File: src/hdl/des_round_function_defines.svh
// ---------------------------------------------------------------------------
// DES round function assertion macros
// Clocked assertion wrappers used by the round function RTL.
// ---------------------------------------------------------------------------
`ifndef DES_ROUND_FUNCTION_DEFINES_SVH
`define DES_ROUND_FUNCTION_DEFINES_SVH

`ifndef NO_ASSERTIONS

// A property checked at every rising clock edge outside reset.
`define DRF_ASSERT(lbl, prop, msg) \
   lbl: assert property (@(posedge clock) disable iff (reset) (prop)) else $error(msg);

// An implication checked at every rising clock edge outside reset.
`define DRF_ASSERT_IMP(lbl, ante, cons, msg) \
   lbl: assert property (@(posedge clock) disable iff (reset) (ante) |-> (cons)) \
      else $error(msg);

// A next-cycle implication checked outside reset.
`define DRF_ASSERT_NEXT(lbl, ante, cons, msg) \
   lbl: assert property (@(posedge clock) disable iff (reset) (ante) |=> (cons)) \
      else $error(msg);

`else

`define DRF_ASSERT(lbl, prop, msg)
`define DRF_ASSERT_IMP(lbl, ante, cons, msg)
`define DRF_ASSERT_NEXT(lbl, ante, cons, msg)

`endif

`endif

File: src/hdl/drf_pkg.sv
// ---------------------------------------------------------------------------
// DES round function package
// Widths, the E and P permutation tables, the S-boxes and helper functions.
// ---------------------------------------------------------------------------
package drf_pkg;

   localparam int HALF_W = 32;
   localparam int KEY_W  = 48;
   localparam int NUM_BOXES = 8;

   typedef logic [HALF_W-1:0] half_type;
   typedef logic [KEY_W-1:0]  key_type;

   // Table entries use DES numbering: bit 1 is the most significant bit.
   localparam logic [5:0] E_TAB [0:47] = '{
      6'd32, 6'd1,  6'd2,  6'd3,  6'd4,  6'd5,  6'd4,  6'd5,  6'd6,  6'd7,  6'd8,  6'd9,
      6'd8,  6'd9,  6'd10, 6'd11, 6'd12, 6'd13, 6'd12, 6'd13, 6'd14, 6'd15, 6'd16, 6'd17,
      6'd16, 6'd17, 6'd18, 6'd19, 6'd20, 6'd21, 6'd20, 6'd21, 6'd22, 6'd23, 6'd24, 6'd25,
      6'd24, 6'd25, 6'd26, 6'd27, 6'd28, 6'd29, 6'd28, 6'd29, 6'd30, 6'd31, 6'd32, 6'd1
   };

   localparam logic [5:0] P_TAB [0:31] = '{
      6'd16, 6'd7,  6'd20, 6'd21, 6'd29, 6'd12, 6'd28, 6'd17,
      6'd1,  6'd15, 6'd23, 6'd26, 6'd5,  6'd18, 6'd31, 6'd10,
      6'd2,  6'd8,  6'd24, 6'd14, 6'd32, 6'd27, 6'd3,  6'd9,
      6'd19, 6'd13, 6'd30, 6'd6,  6'd22, 6'd11, 6'd4,  6'd25
   };

   // Each box is stored row after row: entry index is row * 16 + column.
   localparam logic [3:0] SBOX_TAB [0:NUM_BOXES-1][0:63] = '{
      '{4'd14,4'd4,4'd13,4'd1,4'd2,4'd15,4'd11,4'd8,4'd3,4'd10,4'd6,4'd12,4'd5,4'd9,4'd0,4'd7,
        4'd0,4'd15,4'd7,4'd4,4'd14,4'd2,4'd13,4'd1,4'd10,4'd6,4'd12,4'd11,4'd9,4'd5,4'd3,4'd8,
        4'd4,4'd1,4'd14,4'd8,4'd13,4'd6,4'd2,4'd11,4'd15,4'd12,4'd9,4'd7,4'd3,4'd10,4'd5,4'd0,
        4'd15,4'd12,4'd8,4'd2,4'd4,4'd9,4'd1,4'd7,4'd5,4'd11,4'd3,4'd14,4'd10,4'd0,4'd6,4'd13},
      '{4'd15,4'd1,4'd8,4'd14,4'd6,4'd11,4'd3,4'd4,4'd9,4'd7,4'd2,4'd13,4'd12,4'd0,4'd5,4'd10,
        4'd3,4'd13,4'd4,4'd7,4'd15,4'd2,4'd8,4'd14,4'd12,4'd0,4'd1,4'd10,4'd6,4'd9,4'd11,4'd5,
        4'd0,4'd14,4'd7,4'd11,4'd10,4'd4,4'd13,4'd1,4'd5,4'd8,4'd12,4'd6,4'd9,4'd3,4'd2,4'd15,
        4'd13,4'd8,4'd10,4'd1,4'd3,4'd15,4'd4,4'd2,4'd11,4'd6,4'd7,4'd12,4'd0,4'd5,4'd14,4'd9},
      '{4'd10,4'd0,4'd9,4'd14,4'd6,4'd3,4'd15,4'd5,4'd1,4'd13,4'd12,4'd7,4'd11,4'd4,4'd2,4'd8,
        4'd13,4'd7,4'd0,4'd9,4'd3,4'd4,4'd6,4'd10,4'd2,4'd8,4'd5,4'd14,4'd12,4'd11,4'd15,4'd1,
        4'd13,4'd6,4'd4,4'd9,4'd8,4'd15,4'd3,4'd0,4'd11,4'd1,4'd2,4'd12,4'd5,4'd10,4'd14,4'd7,
        4'd1,4'd10,4'd13,4'd0,4'd6,4'd9,4'd8,4'd7,4'd4,4'd15,4'd14,4'd3,4'd11,4'd5,4'd2,4'd12},
      '{4'd7,4'd13,4'd14,4'd3,4'd0,4'd6,4'd9,4'd10,4'd1,4'd2,4'd8,4'd5,4'd11,4'd12,4'd4,4'd15,
        4'd13,4'd8,4'd11,4'd5,4'd6,4'd15,4'd0,4'd3,4'd4,4'd7,4'd2,4'd12,4'd1,4'd10,4'd14,4'd9,
        4'd10,4'd6,4'd9,4'd0,4'd12,4'd11,4'd7,4'd13,4'd15,4'd1,4'd3,4'd14,4'd5,4'd2,4'd8,4'd4,
        4'd3,4'd15,4'd0,4'd6,4'd10,4'd1,4'd13,4'd8,4'd9,4'd4,4'd5,4'd11,4'd12,4'd7,4'd2,4'd14},
      '{4'd2,4'd12,4'd4,4'd1,4'd7,4'd10,4'd11,4'd6,4'd8,4'd5,4'd3,4'd15,4'd13,4'd0,4'd14,4'd9,
        4'd14,4'd11,4'd2,4'd12,4'd4,4'd7,4'd13,4'd1,4'd5,4'd0,4'd15,4'd10,4'd3,4'd9,4'd8,4'd6,
        4'd4,4'd2,4'd1,4'd11,4'd10,4'd13,4'd7,4'd8,4'd15,4'd9,4'd12,4'd5,4'd6,4'd3,4'd0,4'd14,
        4'd11,4'd8,4'd12,4'd7,4'd1,4'd14,4'd2,4'd13,4'd6,4'd15,4'd0,4'd9,4'd10,4'd4,4'd5,4'd3},
      '{4'd12,4'd1,4'd10,4'd15,4'd9,4'd2,4'd6,4'd8,4'd0,4'd13,4'd3,4'd4,4'd14,4'd7,4'd5,4'd11,
        4'd10,4'd15,4'd4,4'd2,4'd7,4'd12,4'd9,4'd5,4'd6,4'd1,4'd13,4'd14,4'd0,4'd11,4'd3,4'd8,
        4'd9,4'd14,4'd15,4'd5,4'd2,4'd8,4'd12,4'd3,4'd7,4'd0,4'd4,4'd10,4'd1,4'd13,4'd11,4'd6,
        4'd4,4'd3,4'd2,4'd12,4'd9,4'd5,4'd15,4'd10,4'd11,4'd14,4'd1,4'd7,4'd6,4'd0,4'd8,4'd13},
      '{4'd4,4'd11,4'd2,4'd14,4'd15,4'd0,4'd8,4'd13,4'd3,4'd12,4'd9,4'd7,4'd5,4'd10,4'd6,4'd1,
        4'd13,4'd0,4'd11,4'd7,4'd4,4'd9,4'd1,4'd10,4'd14,4'd3,4'd5,4'd12,4'd2,4'd15,4'd8,4'd6,
        4'd1,4'd4,4'd11,4'd13,4'd12,4'd3,4'd7,4'd14,4'd10,4'd15,4'd6,4'd8,4'd0,4'd5,4'd9,4'd2,
        4'd6,4'd11,4'd13,4'd8,4'd1,4'd4,4'd10,4'd7,4'd9,4'd5,4'd0,4'd15,4'd14,4'd2,4'd3,4'd12},
      '{4'd13,4'd2,4'd8,4'd4,4'd6,4'd15,4'd11,4'd1,4'd10,4'd9,4'd3,4'd14,4'd5,4'd0,4'd12,4'd7,
        4'd1,4'd15,4'd13,4'd8,4'd10,4'd3,4'd7,4'd4,4'd12,4'd5,4'd6,4'd11,4'd0,4'd14,4'd9,4'd2,
        4'd7,4'd11,4'd4,4'd1,4'd9,4'd12,4'd14,4'd2,4'd0,4'd6,4'd10,4'd13,4'd15,4'd3,4'd5,4'd8,
        4'd2,4'd1,4'd14,4'd7,4'd4,4'd10,4'd8,4'd13,4'd15,4'd12,4'd9,4'd0,4'd3,4'd5,4'd6,4'd11}
   };

   // E expansion: output DES bit i+1 takes input DES bit E_TAB[i].
   function automatic key_type e_expand(input half_type r);
      key_type     x;
      logic [4:0]  idx;
      x = '0;
      for (int i = 0; i < KEY_W; i++) begin
         idx = 5'(HALF_W - int'(E_TAB[i]));
         x[KEY_W-1-i] = r[idx];
      end
      return x;
   endfunction

   // P permutation over the 32 S-box output bits.
   function automatic half_type p_permute(input half_type s);
      half_type    f;
      logic [4:0]  idx;
      f = '0;
      for (int i = 0; i < HALF_W; i++) begin
         idx = 5'(HALF_W - int'(P_TAB[i]));
         f[HALF_W-1-i] = s[idx];
      end
      return f;
   endfunction

endpackage

File: src/hdl/des_round_function.sv
// ---------------------------------------------------------------------------
// DES round function
// Computes f(R, K) = P(S(E(R) xor K)) in a three-stage pipeline.
// ---------------------------------------------------------------------------
// Usage:
//   The request channel carries one word per item: the 32-bit right half
//   (req_right_half) and the 48-bit round key (req_round_key). The response
//   channel returns one word, the 32-bit f value (rsp_f_value), per request,
//   in request order. Both channels use a valid/ready handshake.
//   Stage one registers the expanded half xor key, stage two the S-box
//   outputs and stage three the P permutation, which is also the output
//   register behind rsp_valid.
//   Throughput is one word per cycle while the receiver takes responses;
//   the S-box lookup stage sets the clock period.
//   When the receiver stalls, each stage holds its word and an empty stage
//   still takes the word behind it, so up to three words wait in the block
//   before req_ready drops. A synchronous reset empties the pipeline.
// ---------------------------------------------------------------------------
`include "des_round_function_defines.svh"

module des_round_function (
   input  logic              clock,
   input  logic              reset,
   input  logic              req_valid,
   output logic              req_ready,
   input  drf_pkg::half_type req_right_half,
   input  drf_pkg::key_type  req_round_key,
   output logic              rsp_valid,
   input  logic              rsp_ready,
   output drf_pkg::half_type rsp_f_value
);
   import drf_pkg::*;

   logic     s1_valid_ff, s1_valid_in;
   logic     s2_valid_ff, s2_valid_in;
   logic     s3_valid_ff, s3_valid_in;
   key_type  s1_mix_ff,   s1_mix_in;
   half_type s2_sub_ff,   s2_sub_in;
   half_type s3_f_ff,     s3_f_in;
   logic     s1_ready, s2_ready, s3_ready;

   // A stage can load when it is empty or its word moves on this cycle.
   assign s3_ready = !s3_valid_ff || rsp_ready;
   assign s2_ready = !s2_valid_ff || s3_ready;
   assign s1_ready = !s1_valid_ff || s2_ready;

   drf_sbox_bank u_sbox (
      .mixed (s1_mix_ff),
      .subst (s2_sub_in)
   );

   always_comb begin
      s1_valid_in = s1_ready ? req_valid   : s1_valid_ff;
      s2_valid_in = s2_ready ? s1_valid_ff : s2_valid_ff;
      s3_valid_in = s3_ready ? s2_valid_ff : s3_valid_ff;
      s1_mix_in   = e_expand(req_right_half) ^ req_round_key;
      s3_f_in     = p_permute(s2_sub_ff);
   end

   always_ff @(posedge clock) begin
      if (reset) begin
         s1_valid_ff <= 1'b0;
         s2_valid_ff <= 1'b0;
         s3_valid_ff <= 1'b0;
      end else begin
         s1_valid_ff <= s1_valid_in;
         s2_valid_ff <= s2_valid_in;
         s3_valid_ff <= s3_valid_in;
      end
   end

   always_ff @(posedge clock) begin
      if (s1_ready) begin
         s1_mix_ff <= s1_mix_in;
      end
      if (s2_ready) begin
         s2_sub_ff <= s2_sub_in;
      end
      if (s3_ready) begin
         s3_f_ff <= s3_f_in;
      end
   end

   assign req_ready   = s1_ready;
   assign rsp_valid   = s3_valid_ff;
   assign rsp_f_value = s3_f_ff;

   `DRF_ASSERT_IMP(a_full_when_blocked, !req_ready,
      s1_valid_ff && s2_valid_ff && s3_valid_ff && !rsp_ready,
      "Request side blocked while the pipeline has room.")
   `DRF_ASSERT_NEXT(a_s2_holds, s2_valid_ff && !s3_ready,
      s2_valid_ff && $stable(s2_sub_ff), "Stalled S-box stage lost or changed its word.")
   `DRF_ASSERT_NEXT(a_s1_advances, s1_valid_ff && s2_ready,
      s2_valid_ff, "Word leaving the first stage did not reach the second.")
   `DRF_ASSERT_NEXT(a_s3_advances, s2_valid_ff && s3_ready,
      s3_valid_ff && (s3_f_ff == p_permute($past(s2_sub_ff))),
      "Output stage does not hold the permuted S-box word.")

endmodule

File: src/hdl/drf_sbox_bank.sv
// ---------------------------------------------------------------------------
// DES S-box bank
// Substitutes the eight 6-bit groups of a 48-bit word through S1 to S8.
// ---------------------------------------------------------------------------
module drf_sbox_bank (
   input  drf_pkg::key_type  mixed,
   output drf_pkg::half_type subst
);
   import drf_pkg::*;

   always_comb begin
      logic [5:0] grp;
      logic [5:0] addr;
      subst = '0;
      for (int b = 0; b < NUM_BOXES; b++) begin
         grp  = mixed[KEY_W-1-6*b -: 6];
         // The outer bits select the row, the inner four the column.
         addr = {grp[5], grp[0], grp[4:1]};
         subst[HALF_W-1-4*b -: 4] = SBOX_TAB[b][addr];
      end
   end

endmodule

File: config.mk
export PLATFORM = sky130hd
export DESIGN_NAME = des_round_function
export DESIGN_NICKNAME = d
export VERILOG_FILES = /design/src/hdl/drf_pkg.sv /design/src/hdl/des_round_function.sv /design/src/hdl/drf_sbox_bank.sv
export VERILOG_INCLUDE_DIRS = /design/src /design/src/hdl
export SDC_FILE = /design/constraint.sdc
export NUM_CORES = 1
export LEC_CHECK = 0
export BUFFER_PORTS_ARGS = -buffer_cell sky130_fd_sc_hd__buf_2
export CORE_UTILIZATION = 45
export CTS_CLUSTER_DIAMETER = 40
export CTS_CLUSTER_SIZE = 20
export DETAILED_ROUTE_END_ITERATION = 6
export GPL_TIMING_DRIVEN = 0
export PLACE_DENSITY = 0.72
export SLEW_MARGIN = 20
export SYNTH_ARGS = -nofsm -noshare
export SYNTH_HDL_FRONTEND = slang
export SYNTH_SLANG_ARGS = --single-unit
File: constraint.sdc
create_clock -name clock -period 4.06 [get_ports clock]
set_input_delay 0.406 -clock clock [delete_from_list [all_inputs] [get_ports clock]]
set_output_delay 0.406 -clock clock [all_outputs]
set_load 0.005 [all_outputs]
==> metrics.txt, run 1 <==
status=finished, final reports clean; post-synthesis sequential area ratio=around two fifths; DR pass1 iterations=5; post-synthesis adder-cell area fraction=9.06%; post-DP HPWL=~14 mm; DRT iter0 DRCs=485; Max Root-Sink Buffers=2; CP Data Required Time=4.21 ns; Async SR Flop Fraction=0%; Power Total=4.44 mW; initial antenna violation count=0; clk sink count=115; nets@finish=1164; FMAX=0.353 GHz; Finished Core Util=54.5%; post-cts resize count=0; Post-Synthesis Cells=878; Arr. time, crit path=2.98 ns; synth unique cells=71; critical path cell sequence=clkbuf_1 > inv_1 > ha_1 > buf_2 > nor2_1 > a21oi_1 > o21a_1 > mux4_2; IO buf count=117; # hold bufs at CTS=0; number of setup violations in the final report=0; #FFs+latches synth=between 100 and 150; Crit Path Max Fanout=10; post-placement cell count=1258; worst-margin pin slew=0.479 ns; Synth warnings=0; Max Slew Vio Count=0; max-cap viol count=0; vias per inst=between 5 and 6; total CTS buffers=17; CP peak stage delay=0.48 ns; critical setup path kind=reg2reg; Initial Util=46.2%; Std-Cell Rows=50; Synth Area in Simple Gates=11.9%; EDFF count, synth=112; PwrDens=432 nW/um2; Final TNS setup=0 ns; Hold WS=between 0.15 and 0.2 ns; Max Clock Skew=0.00647 ns; Leakage=4.26 nW; Die X=141 um; CP Capture Type=flip-flop; total global-route track usage=20.0%; grt total ovfl=0; die height=roughly 140 um; Tmin final=~2.8 ns; period utilization=69.7%; vias in the first global route=6433; syn_nets=1025; hold crit path type=in2reg; fraction of layout cells with a size suffix above 1=22.1%; CTS Root Cell=clkbuf_16; n_diodes=0; Peak VDD IR=0.232 mV; routed vias=7184; first-pass GRT wire length=roughly 32 mm; Non-Filler Instances=~1300; combinational family with the most area after synthesis=compound AO/OA/AOI/OAI gates; largest net degree at the start of global routing=41; Final Hold Vio Count=0; CP startpoint kind=flip-flop; Top Ports=around 120; total routed wirelength=a little under 20 mm; mux share of post-synthesis cell area=6.42%; complex-gate fraction of the synthesized area=20.4%; most frequent cells in the layout=buf_2 (155), edfxtp_1 (112), a21oi_1 (78), o21ai_0 (64), ha_1 (63); Core Area=18800 um2; die area=19900 um2; CTS tree=built; post-CTS setup buffers=0; htree depth=4; FILL cells=1661; average size of a mapped cell=9.90 um2; RSZ-0062 raised after global routing=false; wire per inst=15.1 um; slowest stage cell, crit path=edfxtp_1; CTS clk-pin slew, worst paths=0.06 ns; clock latency on the worst-skew pair=0.41 ns; Post-DRT Antenna Nets=0; synthesized area=8700 um2; Post-Synth XOR/XNOR Area=7.05%; max_slew headroom=between 60% and 70%; top_reg_cell synth=edfxtp_1; drt drc=0; area grow syn2layout=18.0%; leading cell type in the layout, fill and taps excluded=buf_2; GP Congestion=around 0.9
==> area by class of cell <==
| class | count | area [um2] | share of cell area (%) |
|---|---|---|---|
| Timing Repair Buffer | 120 | 661 | 6.44 |
| Clock buffer | 17 | 425 | 4.15 |
| Multi-Input combinational cell | 658 | 4780 | 46.6 |
| Inverter | 30 | 113 | 1.10 |
| Sequential cell | 115 | 3420 | 33.4 |
| Buffer | 75 | 390 | 3.80 |
| Clock inverter | 14 | 145 | 1.41 |
| Tap cell | 260 | 325 | 3.17 |
==> flip-flops by register name, indices dropped and copies added, names as in the netlist <==
name         count
rsp_valid        1
s2_valid_ff      1
s1_valid_ff      1
rsp_f_value     32
s1_mix_ff       48
s2_sub_ff       32
==> per-layer routing <==
metal	global-route usage, %	vias to the layer above	wire length [um]
li1	-	3526	-
met1	25.9	3350	8470
met2	34.0	289	9470
met3	4.25	19	1270
met4	5.32	0	244
met5	0	-	0
==> worst max-delay path: cells and delay by family (launching register included) <==
kind | cells | cell delay, ns
AO/OA/AOI/OAI | 2 | 0.27
adder cells (fa/ha/maj) | 1 | 0.30
buffers and inverters | 3 | 0.76
flip-flops | 1 | 0.48
multiplexers | 1 | 0.45
AND/OR/NAND/NOR | 1 | 0.30
==> synthesized netlist by cell type (5+ instances only) <==
| cell type | n | share of area (%) |
|---|---|---|
| ha_1 | 63 | 9.1 |
| mux4_2 | 12 | 3.1 |
| a21o_1 | 8 | 0.69 |
| o211ai_1 | 18 | 1.6 |
| buf_6 | 6 | 0.78 |
| inv_1 | 27 | 1.2 |
| nor3_1 | 15 | 0.86 |
| mux2_2 | 6 | 0.78 |
| buf_2 | 38 | 2.2 |
| nor2_1 | 59 | 2.5 |
| clkbuf_1 | 23 | 0.99 |
| xor2_1 | 59 | 5.9 |
| a211oi_1 | 27 | 2.3 |
| o311ai_0 | 5 | 0.50 |
| nor2b_1 | 11 | 0.79 |
| mux2i_1 | 22 | 2.5 |
| xnor2_1 | 11 | 1.1 |
| nand3b_1 | 5 | 0.43 |
| o22ai_1 | 9 | 0.65 |
| edfxtp_1 | 112 | 39 |
| a21oi_1 | 78 | 4.5 |
| nand2b_1 | 27 | 1.9 |
| a311oi_1 | 6 | 0.60 |
| nor3b_1 | 8 | 0.69 |
| o21ai_0 | 64 | 3.7 |
| nand3_1 | 12 | 0.69 |
| nand2_1 | 50 | 2.2 |
| a31oi_1 | 13 | 0.94 |
==> kinds of logic after synthesis <==
| logic type | count (synthesis) |
|---|---|
| mux | 40 |
| fa+ha+maj | 63 |
| simple gates | 207 |
| xor+xnor | 70 |
| flops | 115 |
| compound gates | 278 |
| buf+inv | 105 |
==> where the power goes <==
group	switching, mW	internal [mW]	leakage (nW)	total (mW)
registers	0.111	1.59	1.21	1.70
logic	0.696	0.570	2.78	1.27
clock network	0.522	0.945	0.280	1.47
==> stage by stage <==
step | instance area [um2] | worst slack (ns)
final | 10300 | 1.23
after global routing | 10300 | 1.08
after CTS | 10300 | 1.28
after detailed placement | 9690 | 1.29
after global placement | 9610 | 0.694
after floorplan | 8700 | 1.69
==> final timing paths <==
kind,start,end,slack (ns),depth (start not counted)
min reg2reg,s2_sub_ff[0]$_DFFE_PP_,rsp_f_value[11]$_DFFE_PP_,0.42,0
max,s1_mix_ff[44]$_DFFE_PP_,s2_sub_ff[29]$_DFFE_PP_,1.23,8
max reg2reg,s1_mix_ff[44]$_DFFE_PP_,s2_sub_ff[29]$_DFFE_PP_,1.23,8
min,reset,s1_valid_ff$_SDFFE_PP0P_,0.18,2
(Power assumes the default switching activity.)
==> run 2, diff against run 1 <==
- clock period: 4.06 -> 2.85 ns (I/O delays scaled with it)
==> metrics.txt, run 2 (synthesized netlist as in run 1, its figures left out) <==
drt drc=0 (unchanged); CTS tree=built (unchanged); fraction of layout cells with a size suffix above 1=22.2% (was 22.1%); area grow syn2layout=18.0% (about the same); CP Capture Type=flip-flop (unchanged); Arr. time, crit path=2.78 ns (was 2.98 ns); period utilization=92.5% (was 69.7%); FMAX=0.379 GHz (was 0.353 GHz); die height=141 um (unchanged); Peak VDD IR=0.331 mV (was 0.232 mV); total routed wirelength=19.5 mm (about the same); die area=19900 um2 (unchanged); first-pass GRT wire length=31.8 mm (unchanged); critical setup path kind=reg2reg (unchanged); CP peak stage delay=0.48 ns (about the same); routed vias=7195 (was 7184); worst-margin pin slew=0.482 ns (was 0.479 ns); Biggest register=s1_mix_ff (unchanged); initial antenna violation count=0 (unchanged); PwrDens=616 nW/um2 (was 432 nW/um2); status=finished, final reports clean (unchanged); nets@finish=1164 (unchanged); GP Congestion=0.922 (unchanged); Max Clock Skew=0.00658 ns (was 0.00647 ns); Post-DRT Antenna Nets=0 (unchanged); Finished Core Util=54.5% (about the same); total CTS buffers=17 (unchanged); Crit Path Max Fanout=10 (unchanged); DRT iter0 DRCs=502 (was 485); vias per inst=5.58 (was 5.57); max reg flops=48 (unchanged); post-placement cell count=1258 (unchanged); hold crit path type=in2reg (unchanged); wire per inst=15.1 um (about the same); slowest stage cell, crit path=mux4_2 (was edfxtp_1); htree depth=4 (unchanged); DR pass1 iterations=5 (unchanged); Top Ports=118 (unchanged); number of setup violations in the final report=0 (unchanged); IO buf count=117 (unchanged); Worst Path Buf+Inv=3 (unchanged); critical path cell sequence=clkbuf_2 > inv_1 > ha_1 > buf_2 > nor2b_1 > a211o_1 > o21ai_0 > mux4_2 (was clkbuf_1 > inv_1 > ha_1 > buf_2 > nor2_1 > a21oi_1 > o21a_1 > mux4_2); Initial Util=46.2% (unchanged); CTS clk-pin slew, worst paths=0.06 ns (about the same); Non-Filler Instances=1289 (unchanged); CP startpoint kind=flip-flop (unchanged); max-cap viol count=0 (unchanged); Power Total=6.32 mW (was 4.44 mW); grt total ovfl=0 (unchanged); largest net degree at the start of global routing=41 (unchanged); FILL cells=1660 (was 1661); Max Root-Sink Buffers=2 (unchanged); CP Data Required Time=3.00 ns (was 4.21 ns); clk sink count=115 (unchanged); Leakage=4.27 nW (was 4.26 nW); clock latency on the worst-skew pair=0.41 ns (about the same); RSZ-0062 raised after global routing=false (unchanged); post-DP HPWL=13.5 mm (unchanged); vias in the first global route=6433 (unchanged); Core Area=18800 um2 (unchanged); Die X=141 um (unchanged); Final Hold Vio Count=0 (unchanged); leading cell type in the layout, fill and taps excluded=buf_2 (unchanged); critical path's top delay family=buffers and inverters (unchanged); Tmin final=2.64 ns (was 2.83 ns); Std-Cell Rows=50 (unchanged); R2R Setup Slk=0.21 ns (was 1.23 ns); # hold bufs at CTS=0 (unchanged); CTS Root Cell=clkbuf_16 (unchanged); most frequent cells in the layout=buf_2 (155), edfxtp_1 (112), a21oi_1 (78), o21ai_0 (64), ha_1 (63) (unchanged); max_slew headroom=67.9% (was 68.1%); n_diodes=0 (unchanged); Max Slew Vio Count=0 (unchanged); total global-route track usage=20.0% (unchanged)
## run 2: changes by cell type in the layout (fill, tap and decap cells not counted)
| cell | delta |
|---|---|
| clkbuf_1 | -1 |
| clkbuf_2 | +1 |
## run 2: metrics by stage
step           area [um2]  hold slack [ns]  setup WS, ns  setup TNS [ns]
2_1_floorplan        8700            0.357         0.475               0
4_1_cts             10300           0.0466        0.0660               0
3_3_place_gp         9610            0.400        -0.274          -11.40
6_report            10300           0.0614         0.214               0
3_5_place_dp         9690            0.405        0.0822               0
5_1_grt             10300           0.0579        0.0242               0
## run 2: worst reg2reg max path, cell delays in order, from the launching register on
cell and delay (ns):
edfxtp_1 0.47, clkbuf_2 0.28, inv_1 0.14, ha_1 0.29, buf_2 0.20, nor2b_1 0.29
a211o_1 0.15, o21ai_0 0.09, mux4_2 0.48
## run 2: metal layers
layer | global-route usage (%) | part of all wire [%]
met3 | 4.25 | 6.2
met5 | 0 | 0
met1 | 25.9 | 44
met4 | 5.32 | 1.3
met2 | 34.0 | 49
## run 2: final timing paths
check,start,end,cells after the start
worst min register to register,s2_sub_ff[0]$_DFFE_PP_,rsp_f_value[11]$_DFFE_PP_,0
worst min-delay path,reset,s1_valid_ff$_SDFFE_PP0P_,2
worst max register to register,s1_mix_ff[44]$_DFFE_PP_,s2_sub_ff[29]$_DFFE_PP_,8
worst max-delay path,s1_mix_ff[44]$_DFFE_PP_,s2_sub_ff[29]$_DFFE_PP_,8
## run 2: final cells by class
type / instances / area, um2 / area share [%]
sequential: 115 / 3420 / 33.4
inverter: 30 / 113 / 1.10
tap: 260 / 325 / 3.17
timing repair buffer: 120 / 661 / 6.44
clock buffer: 17 / 425 / 4.15
clock inverter: 14 / 145 / 1.41
multi-input combinational: 658 / 4780 / 46.6
buffer: 75 / 392 / 3.82
## run 2: report_power, final
part,internal [mW],switching [mW]
Clock,1.35,0.743
Combinational,0.812,0.992
Sequential,2.27,0.158
Total,4.43,1.89
## run 2: what timing repair did
| action | CTS | global route |
|---|---|---|
| hold endpoints to repair | 0 | 0 |
| gates resized for setup | 0 | 2 |
| setup buffers | 0 | 0 |
| endpoints found under the setup margin | 0 | 3 |
==> run 3, diff against run 2 <==
- CORE_UTILIZATION: 45 -> 30
- PLACE_DENSITY: 0.72 -> 0.54
==> metrics.txt, run 3 (synthesized netlist as in run 1, its figures left out) <==
slowest stage cell, crit path=edfxtp_1 (was mux4_2); nets@finish=1164 (unchanged); CP Data Required Time=2.99 ns (was 3.00 ns); total global-route track usage=14.1% (was 20.0%); critical setup path kind=reg2reg (unchanged); Max Clock Skew=0.0168 ns (was 0.00658 ns); Max Slew Vio Count=0 (unchanged); clock latency on the worst-skew pair=0.42 ns (was 0.41 ns); Peak VDD IR=0.375 mV (was 0.331 mV); hold crit path type=in2reg (unchanged); total CTS buffers=17 (unchanged); worst-margin pin slew=0.517 ns (was 0.482 ns); Biggest register=s1_mix_ff (unchanged); fraction of layout cells with a size suffix above 1=22.2% (about the same); first-pass GRT wire length=32.6 mm (was 31.8 mm); routed vias=7135 (was 7195); register share of total power=38.2% (was 38.4%); Crit Path Max Fanout=10 (unchanged); Clk pwr share=33.0% (was 33.1%); RSZ-0062 raised after global routing=false (unchanged); Initial Util=30.9% (was 46.2%); post-placement cell count=1376 (was 1258); combinational share of power=28.7% (was 28.6%); vias per inst=5.07 (was 5.58); initial antenna violation count=2 (was 0); DRT iter0 DRCs=669 (was 502); Final Hold Vio Count=0 (unchanged); PwrDens=610 nW/um2 (was 616 nW/um2); switch share=30.2% (was 30.0%); CTS tree=built (unchanged); Hold WS=0.0646 ns (was 0.0614 ns); drt drc=0 (unchanged); Power Total=6.35 mW (was 6.32 mW); critical path's top delay family=buffers and inverters (unchanged); htree depth=4 (unchanged); Int Pwr=4.43 mW (about the same); DR pass1 iterations=5 (unchanged); Core Area=28200 um2 (was 18800 um2); number of setup violations in the final report=0 (unchanged); Tmin final=2.66 ns (was 2.64 ns); CP Capture Type=flip-flop (unchanged); Non-Filler Instances=1408 (was 1289); max_slew headroom=65.5% (was 67.9%); Leakage=4.27 nW (about the same); max reg flops=48 (unchanged); die area=29700 um2 (was 19900 um2); CP startpoint kind=flip-flop (unchanged); area grow syn2layout=19.6% (was 18.0%); leading cell type in the layout, fill and taps excluded=buf_2 (unchanged); post-placement cell area=9830 um2 (was 9690 um2); Post-DRT Antenna Nets=0 (unchanged); Finished Cell Area=10400 um2 (was 10300 um2); grt total ovfl=0 (unchanged); status=finished, final reports clean (unchanged); GP Congestion=0.881 (was 0.922); IO buf count=117 (unchanged); CTS clk-pin slew, worst paths=0.05 ns (was 0.06 ns); period utilization=93.2% (was 92.5%); most used cell, CP=a21oi_1; total routed wirelength=20.8 mm (was 19.5 mm); CP peak stage delay=0.43 ns (was 0.48 ns); post-DP HPWL=14.6 mm (was 13.5 mm); Max Root-Sink Buffers=2 (unchanged); Std-Cell Rows=61 (was 50); Psw=1.92 mW (was 1.89 mW); Worst Path Buf+Inv=2 (was 3); Die X=172 um (was 141 um); most frequent cells in the layout=buf_2 (155), edfxtp_1 (112), a21oi_1 (78), o21ai_0 (64), ha_1 (63) (unchanged); Top Ports=118 (unchanged); max-cap viol count=0 (unchanged); n_diodes=0 (unchanged); critical path cell sequence=clkbuf_1 > inv_1 > ha_1 > nand2b_1 > o211ai_1 > a21oi_1 > a211oi_1 > a21oi_1 (was clkbuf_2 > inv_1 > ha_1 > buf_2 > nor2b_1 > a211o_1 > o21ai_0 > mux4_2); clk sink count=115 (unchanged); die height=172 um (was 141 um); FMAX=0.377 GHz (was 0.379 GHz); vias in the first global route=6416 (was 6433); Final TNS setup=0 ns (unchanged); Arr. time, crit path=2.79 ns (was 2.78 ns); largest net degree at the start of global routing=26 (was 41); wire per inst=14.8 um (was 15.1 um); CTS Root Cell=clkbuf_16 (unchanged)
run 3: path summary, 6_finish.rpt:
kind	start	slack [ns]	to	cells past startpoint
setup / recovery	s1_mix_ff[14]$_DFFE_PP_	0.19	s2_sub_ff[8]$_DFFE_PP_	8
hold / removal	reset	0.06	s1_valid_ff$_SDFFE_PP0P_	2
setup reg to reg	s1_mix_ff[14]$_DFFE_PP_	0.19	s2_sub_ff[8]$_DFFE_PP_	8
hold reg to reg	s2_sub_ff[12]$_DFFE_PP_	0.41	rsp_f_value[29]$_DFFE_PP_	0
run 3: metrics by stage:
| stage | util [%] | setup WS, ns |
|---|---|---|
| after floorplan | - | 0.475 |
| after global placement | 34.6 | -0.637 |
| after detailed placement | 34.9 | 0.110 |
| after CTS | 36.9 | 0.0830 |
| after global routing | 36.9 | 0.0665 |
| final | 36.9 | 0.194 |
run 3: power groups by stage:
stage                     sequential (mW)  combinational, mW  clock, mW
after floorplan                      2.43               1.28          0
after global placement               2.46               1.79          0
after detailed placement             2.46               1.80          0
after CTS                            2.43               1.81       2.18
after global routing                 2.47               2.02       2.25
final                                2.43               1.82       2.10
run 3: cell type report:
cell class / instances / area, um2
clock buffer: 26 / 489
sequential: 115 / 3420
buffer: 75 / 393
tap: 378 / 473
timing repair buffer: 120 / 653
multi-input combinational: 658 / 4780
clock inverter: 6 / 80.1
inverter: 30 / 113
fill: 2844 / 17800
run 3: layer usage:
metal  up-vias  wire (um)  part of all wire (%)  GRT usage, %
li1       3517          -                     -             -
met1      3328       9630                    46          18.4
met2       264       9700                    47          22.9
met3        26       1160                   5.6          3.16
met4         0        325                   1.6          5.12
met5         -          0                     0             0
run 3: what timing repair did:
action                     4_1_cts  5_1_grt
hold buffers                     0        0
setup buffers                    0        0
setup endpoints to repair        0        3
gates resized for setup          0        4
